--- config.mk ---
export PLATFORM = sky130hd
export DESIGN_NAME = imu_angle_frame_parser_flat
export DESIGN_NICKNAME = d
export VERILOG_FILES = /design/src/rtl/core/iafp_pkg.sv /design/src/rtl/core/iafp_byte_if.sv /design/src/rtl/core/iafp_angle_if.sv /design/src/rtl/core/imu_angle_frame_parser.sv /design/src/rtl/core/iafp_frame_tracker.sv /design/src/flat_wrapper.sv
export SDC_FILE = /design/constraint.sdc
export NUM_CORES = 1
export LEC_CHECK = 0
export ABC_AREA = 1
export BUFFER_PORTS_ARGS = -buffer_cell sky130_fd_sc_hd__buf_2
export CORE_MARGIN = 1
export CORE_UTILIZATION = 40
export DETAILED_ROUTE_END_ITERATION = 10
export GPL_TIMING_DRIVEN = 0
export PLACE_DENSITY_LB_ADDON = 0.1
export SKIP_LAST_GASP = 1
export SLEW_MARGIN = 20
export SYNTH_ARGS = -nofsm -noshare
export SYNTH_HDL_FRONTEND = slang
export SYNTH_SLANG_ARGS = --single-unit
--- constraint.sdc ---
create_clock -name clk -period 2.9 [get_ports clk]
set_input_delay 0.29 -clock clk [delete_from_list [all_inputs] [get_ports clk]]
set_output_delay 0.29 -clock clk [all_outputs]
set_load 0.05 [all_outputs]
--- src/rtl/core/iafp_pkg.sv ---
`timescale 1ns / 1ps
// Shared constants and types for the IMU angle frame parser.
// No dependencies; compile first.
package iafp_pkg;

  localparam logic [7:0] HDR_FIRST     = 8'h55;
  localparam logic [7:0] HDR_SECOND    = 8'h53;
  localparam logic [7:0] TAIL_FIRST    = 8'hFB;
  localparam logic [7:0] TAIL_SECOND   = 8'h46;
  localparam logic [7:0] MIN_FRAME     = 8'd10;
  localparam logic [7:0] MAX_FRAME_LEN = 8'd128;

  // frame bytes 2..7 hold the three angles
  localparam int ANGLE_BYTES = 6;
  localparam int ANGLE_IDX_W = 3;
  localparam logic [7:0] ANGLE_FIRST = 8'd2;
  localparam logic [7:0] ANGLE_LAST  = 8'd7;

  typedef struct packed {
    logic               valid;
    logic signed [15:0] roll_raw;
    logic signed [15:0] pitch_raw;
    logic signed [15:0] yaw_raw;
    logic        [7:0]  frame_length;
  } iafp_result_t;

endpackage

--- src/rtl/core/iafp_byte_if.sv ---
`timescale 1ns / 1ps
// Valid/ready channel carrying one received serial byte per word.
// No dependencies.
interface iafp_byte_if;
  logic       valid;
  logic       ready;
  logic [7:0] rx_byte;

  modport source (output valid, output rx_byte, input ready);
  modport sink   (input valid, input rx_byte, output ready);
endinterface

--- src/rtl/core/iafp_angle_if.sv ---
`timescale 1ns / 1ps
// Valid/ready channel carrying one decoded angle frame per word.
// No dependencies.
interface iafp_angle_if;
  logic               valid;
  logic               ready;
  logic signed [15:0] roll_raw;
  logic signed [15:0] pitch_raw;
  logic signed [15:0] yaw_raw;
  logic        [7:0]  frame_length;

  modport source (output valid, output roll_raw, output pitch_raw, output yaw_raw,
                  output frame_length, input ready);
  modport sink   (input valid, input roll_raw, input pitch_raw, input yaw_raw,
                  input frame_length, output ready);
endinterface

--- src/rtl/core/imu_angle_frame_parser.sv ---
`timescale 1ns / 1ps
// Top level of the IMU angle frame parser: input register, frame tracker,
// output register. Depends on iafp_pkg, iafp_byte_if, iafp_angle_if, iafp_frame_tracker.
//
//   port   dir  word contents
//   rx     in   rx_byte (8b serial byte)
//   angle  out  roll_raw, pitch_raw, yaw_raw (s16), frame_length (u8)
//
// One byte per cycle sustained while no finished result is held by a stalled output.
// Latency is set by the input register and the output register around the tracker.
// rst is synchronous: the parser returns to header hunt, both registers empty.
// A stalled result only holds back a byte that itself completes a frame; other bytes
// keep flowing while the result waits.
module imu_angle_frame_parser import iafp_pkg::*; (
  input logic         clk,
  input logic         rst,
  iafp_byte_if.sink   rx,
  iafp_angle_if.source angle
);

  logic         s1_valid;
  logic [7:0]   s1_byte;
  logic         advance;
  iafp_result_t result;

  logic               out_valid;
  logic signed [15:0] out_roll;
  logic signed [15:0] out_pitch;
  logic signed [15:0] out_yaw;
  logic        [7:0]  out_len;

  iafp_frame_tracker u_tracker (
    .clk    (clk),
    .rst    (rst),
    .step   (advance),
    .data   (s1_byte),
    .result (result)
  );

  assign advance  = s1_valid && (!result.valid || !out_valid || angle.ready);
  assign rx.ready = !s1_valid || advance;

  always_ff @(posedge clk) begin
    if (rst) begin
      s1_valid <= 1'b0;
    end else if (rx.valid && rx.ready) begin
      s1_valid <= 1'b1;
    end else if (advance) begin
      s1_valid <= 1'b0;
    end
  end

  always_ff @(posedge clk) begin
    if (rx.valid && rx.ready) begin
      s1_byte <= rx.rx_byte;
    end
  end

  always_ff @(posedge clk) begin
    if (rst) begin
      out_valid <= 1'b0;
    end else if (advance && result.valid) begin
      out_valid <= 1'b1;
    end else if (angle.ready) begin
      out_valid <= 1'b0;
    end
  end

  always_ff @(posedge clk) begin
    if (advance && result.valid) begin
      out_roll  <= result.roll_raw;
      out_pitch <= result.pitch_raw;
      out_yaw   <= result.yaw_raw;
      out_len   <= result.frame_length;
    end
  end

  assign angle.valid        = out_valid;
  assign angle.roll_raw     = out_roll;
  assign angle.pitch_raw    = out_pitch;
  assign angle.yaw_raw      = out_yaw;
  assign angle.frame_length = out_len;

endmodule

--- src/rtl/core/iafp_frame_tracker.sv ---
`timescale 1ns / 1ps
// Frame state: header hunt, byte count, tail detect and angle byte capture.
// Depends on iafp_pkg.
module iafp_frame_tracker import iafp_pkg::*; (
  input  logic         clk,
  input  logic         rst,
  input  logic         step,
  input  logic [7:0]   data,
  output iafp_result_t result
);

  logic [7:0] byte_count;
  logic [7:0] byte_count_next;
  logic [7:0] previous_byte;
  logic [7:0] angle_bytes [ANGLE_BYTES];

  logic [7:0] count;
  logic       ignore;
  logic       tail;
  logic       overflow;
  logic       angle_wr;
  logic [ANGLE_IDX_W-1:0] angle_idx;
  logic [7:0] angle_off;

  assign ignore = ((byte_count == 8'd0) && (data != HDR_FIRST)) ||
                  ((byte_count == 8'd1) && (data != HDR_SECOND));
  assign count    = byte_count + 8'd1;
  assign tail     = (byte_count != 8'd0) && (previous_byte == TAIL_FIRST) &&
                    (data == TAIL_SECOND);
  assign overflow = (count >= MAX_FRAME_LEN);
  assign angle_wr = !ignore && (byte_count >= ANGLE_FIRST) && (byte_count <= ANGLE_LAST);
  assign angle_off = byte_count - ANGLE_FIRST;
  assign angle_idx = angle_off[ANGLE_IDX_W-1:0];

  always_comb begin
    if (ignore || overflow || tail) begin
      byte_count_next = 8'd0;
    end else begin
      byte_count_next = count;
    end
  end

  // the sixth angle byte lands at count 8, so no bypass from data is needed
  always_comb begin
    result.valid        = !ignore && !overflow && tail && (count >= MIN_FRAME);
    result.roll_raw     = {angle_bytes[1], angle_bytes[0]};
    result.pitch_raw    = {angle_bytes[3], angle_bytes[2]};
    result.yaw_raw      = {angle_bytes[5], angle_bytes[4]};
    result.frame_length = count;
  end

  always_ff @(posedge clk) begin
    if (rst) begin
      byte_count    <= 8'd0;
      previous_byte <= 8'd0;
    end else if (step) begin
      byte_count <= byte_count_next;
      if (!ignore) begin
        previous_byte <= data;
      end
    end
  end

  always_ff @(posedge clk) begin
    if (step && angle_wr) begin
      angle_bytes[angle_idx] <= data;
    end
  end

  a_count_bound: assert property (@(posedge clk) disable iff (rst)
    byte_count < MAX_FRAME_LEN)
    else $error("byte count reached frame limit");

  a_result_len: assert property (@(posedge clk) disable iff (rst)
    result.valid |-> (count >= MIN_FRAME) && (count < MAX_FRAME_LEN))
    else $error("result frame length out of range");

  a_result_rearm: assert property (@(posedge clk) disable iff (rst)
    step && result.valid |=> byte_count == 8'd0)
    else $error("parser not back to hunt after frame");

  a_hunt_hold: assert property (@(posedge clk) disable iff (rst)
    step && (byte_count == 8'd0) && (data != HDR_FIRST) |=>
      (byte_count == 8'd0) && $stable(previous_byte))
    else $error("non-header byte changed hunt state");

endmodule

--- src/flat_wrapper.sv ---
// flat-port wrapper written by rule: the top's interface ports become plain ports
module imu_angle_frame_parser_flat import iafp_pkg::*;
  (clk, rst, rx_valid, rx_rx_byte, rx_ready, angle_valid, angle_roll_raw, angle_pitch_raw, angle_yaw_raw, angle_frame_length, angle_ready);
  iafp_byte_if rx_i ();
  iafp_angle_if angle_i ();
  input logic clk;
  input logic rst;
  input wire logic [$bits(rx_i.valid)-1:0] rx_valid;
  input wire logic [$bits(rx_i.rx_byte)-1:0] rx_rx_byte;
  output wire logic [$bits(rx_i.ready)-1:0] rx_ready;
  output wire logic [$bits(angle_i.valid)-1:0] angle_valid;
  output wire logic [$bits(angle_i.roll_raw)-1:0] angle_roll_raw;
  output wire logic [$bits(angle_i.pitch_raw)-1:0] angle_pitch_raw;
  output wire logic [$bits(angle_i.yaw_raw)-1:0] angle_yaw_raw;
  output wire logic [$bits(angle_i.frame_length)-1:0] angle_frame_length;
  input wire logic [$bits(angle_i.ready)-1:0] angle_ready;
  assign rx_i.valid = rx_valid;
  assign rx_i.rx_byte = rx_rx_byte;
  assign rx_ready = rx_i.ready;
  assign angle_valid = angle_i.valid;
  assign angle_roll_raw = angle_i.roll_raw;
  assign angle_pitch_raw = angle_i.pitch_raw;
  assign angle_yaw_raw = angle_i.yaw_raw;
  assign angle_frame_length = angle_i.frame_length;
  assign angle_i.ready = angle_ready;
  imu_angle_frame_parser u_core (.clk(clk), .rst(rst), .rx(rx_i), .angle(angle_i));
endmodule
==> summary.md <==
| Metric | Value |
|---|---|
| I/O pin cnt | 70 |
| Worst Setup Start Kind | flip-flop |
| Vias per std cell | 4.64 |
| CTS clk-pin slew, worst paths | 0.05 ns |
| CP Data Arrival Time | 2.87 ns |
| Final setup TNS | 0 ns |
| Critical path, cell by cell | inv_1, ha_1, inv_1, nand3_1, nand3_1, nand4_4, nand3_4, nand2_4, inv_2, nand3_1, nor2_1 |
| Endpoints failing hold | 0 |
| Post-Layout Cell Count | 579 |
| Nets | 440 |
| Psw | 0.000887 W |
| Total track usage | 0.154 |
| RSZ-0062 raised after global routing | yes |
| Asr flop ratio synth | 0 |
| Largest net degree at the start of global routing | 36 |
| Skew-Pair Late Insertion Delay | 0.40 ns |
| Cell taking the most area after synthesis | edfxtp_1 |
| Worst EP required | 2.92 ns |
| Die H | 110 um |
| Register area share after synthesis | 0.795 |
| Worst Hold Path Cells | 1 |
| Slew Limit Fails | 0 |
| EDFF count, synth | 112 |
| Top-count cell post-synth | edfxtp_1 |
| Worst vdd ir | 0.351 mV |
| WS Path Type | reg -> reg |
| Core area | 0.0114 mm^2 |
| Wire per inst | 14.6 um |
| Number of max-cap violations | 0 |
| Crit path max fanout | 10 |
| Syn Std Cell Area | 0.00468 mm^2 |
| Detail Placement HPWL | 5.42 mm |
| Slowest CP cell | nor2_1 |
| CP peak stage delay | 0.65 ns |
| Num CTS Buffers | 17 |
| CTS tree | done |
| Initial drt markers | 154 |
| Actual slew at the worst max-slew pin | 0.823 ns |
| Synth cell count leaders | 112 x edfxtp_1, 49 x nand2_1, 47 x nor2_1, 45 x inv_1, 18 x dfxtp_1 |
| Die area | 0.0121 mm^2 |
| Area share of the largest cell type after synthesis | 0.718 |
| Routed vias | 2685 |
| Pwr/cell area | 781 mW/mm^2 |
| Final Wtd Congestion | 0.828 |
| Row cnt | 39 |
| Ys flop type | edfxtp_1 |
| Initial Util | 0.410 |
| Hold Path Class | in -> reg |
| Post-route clock skew | 0.00775 ns |
| Setup violators final | 0 |
| Flops & latches, synth | 130 |
| DRC | 0 |
| Die W | 110 um |
| Root buf cell | clkbuf_16 |
| Clock Sinks | 130 |
| Switch share | 0.190 |
| Power share of the combinational group | 0.034 |
| Final min period | 2.84 ns |
| DR pass1 iterations | 4 |
| Final WL | 8.48 mm |
| Vias in the first global route | 2546 |
| FF-to-FF path depth | 11 |
| Flop pwr share | 0.444 |
| Filler cell count | 1006 |
| Initial antenna violation count | 0 |
| Clock Path Buffers | 2 |
| Layout area overhead | 28.0% |
| Pint | 0.00379 W |
| CP endpoint kind | flip-flop |
| I/O Buffers | 69 |
| Area contributors post-synth | edfxtp_1 72%, dfxtp_1 7.7%, nand2_1 3.9% |
| Slew HR | 0.451 |
| Layout cells sized above 1 | 0.287 |
| Status | finished, final reports clean |
| Post-route clock period utilization | 0.981 |
| Syn avg cell area | 14.1 um^2 |
| Total Power | 0.00468 W |
| Achievable frequency | 352 MHz |
| Synth Instances | 332 |
| N_diodes | 0 |
| Clock network power share | 0.522 |
| Syn. warnings | 0 |
| Total grt overflow | 0 |
| Static Leak | 2.28 nW |
| Dpl cells | 545 |
| Net Count, Synth | 348 |
| H-tree depth | 4 |
| First-pass GRT wire length | 13.2 mm |
| Synth cell types | 26 |
| Top cell by count, worst path | nand3_1 |
| Antenna-violating nets left | 0 |
## per-layer routing
layer | global-route usage | vias up | wire length [um]
li1 | - | 1333 | -
met1 | 0.196 | 1268 | 3800
met2 | 0.242 | 75 | 4110
met5 | 0 | - | 0
met4 | 0.0545 | 0 | 93
met3 | 0.0564 | 9 | 471
## flip-flops by register name, summed over array words and instances, names as in the netlist
register,cells
u_core.u_tracker.angle_bytes,48
angle_pitch_raw,16
angle_roll_raw,16
angle_yaw_raw,16
u_core.angle.frame_length,8
u_core.s1_byte,8
u_core.u_tracker.byte_count,8
u_core.u_tracker.previous_byte,8
u_core.angle.valid,1
u_core.s1_valid,1
## critical path: cells and delay by family (launching register included)
kind                       cells  cell delay, ns
and+or+nand+nor                7            1.41
buffers and inverters          3            0.31
adders and majority gates      1            0.33
DFF                            1            0.41
## logic make-up after synthesis
kind of cell,Yosys count,synth area share
buffers and inverters,51,0.0441
flip-flops,130,0.795
AO/OA/AOI/OAI,13,0.0147
AND/OR/NAND/NOR,134,0.136
adder cells (fa/ha/maj),4,0.0107
## power groups by stage
stage | clock, W | combinational, W | sequential, W
2_1_floorplan | 0 | 0.000117 | 0.00211
3_3_place_gp | 0 | 0.000153 | 0.00212
3_5_place_dp | 0 | 0.000155 | 0.00212
4_1_cts | 0.00249 | 0.000157 | 0.00208
5_1_grt | 0.00258 | 0.000184 | 0.00208
6_report | 0.00244 | 0.000157 | 0.00208
## layout make-up
| class | instances | area [um^2] | area share |
|---|---|---|---|
| Sequential cell | 130 | 3730 | 0.621 |
| Multi-Input combinational cell | 151 | 787 | 0.131 |
| Clock buffer | 17 | 425 | 0.0709 |
| Timing Repair Buffer | 72 | 402 | 0.0670 |
| Clock inverter | 14 | 260 | 0.0434 |
| Inverter | 47 | 180 | 0.0300 |
| Tap cell | 143 | 179 | 0.0298 |
| Buffer | 4 | 30.0 | 0.00501 |
| Timing Repair inverter | 1 | 7.51 | 0.00125 |
## per-stage QoR
| stage | hold slack (ns) | util | area (um^2) | worst slack (ns) |
|---|---|---|---|---|
| after global routing | 0.0329 | 0.525 | 6000 | -0.202 |
| final | 0.0621 | 0.525 | 6000 | 0.0563 |
| after CTS | 0.0432 | 0.520 | 5940 | 0.000896 |
| after detailed placement | 0.405 | 0.458 | 5240 | -0.208 |
| after global placement | 0.400 | 0.457 | 5220 | -0.638 |
| after floorplan | 0.359 | - | 4690 | 0.0632 |
## repair_timing
item                                    CTS  global route
gates cloned                              1             1
pin swaps                                 0             1
setup buffers                             1             0
endpoints found under the setup margin   59           112
hold buffers                              0             0
gates resized for setup                   4             7
## final timing paths
kind | end | startpoint | slack (ns)
worst max-delay path | u_core.u_tracker.angle_bytes[3][7] | u_core.u_tracker.byte_count[0] | 0.06
worst min-delay path | u_core.s1_byte[6] | rx_rx_byte[6] | 0.06
worst max register to register | u_core.u_tracker.angle_bytes[3][7] | u_core.u_tracker.byte_count[0] | 0.06
worst min register to register | angle_yaw_raw[15] | u_core.u_tracker.angle_bytes[5][7] | 0.41
## placed cells by master, fill, tap and decap left out, drive strengths merged, types with 9 or more instances in the layout
cell	instances
edfxtp	112
buf	73
nand2	51
nor2	49
inv	46
clkbuf	20
dfxtp	18
nand4	17
nand3	12
o21ai	9
(Power assumes the default switching activity.)
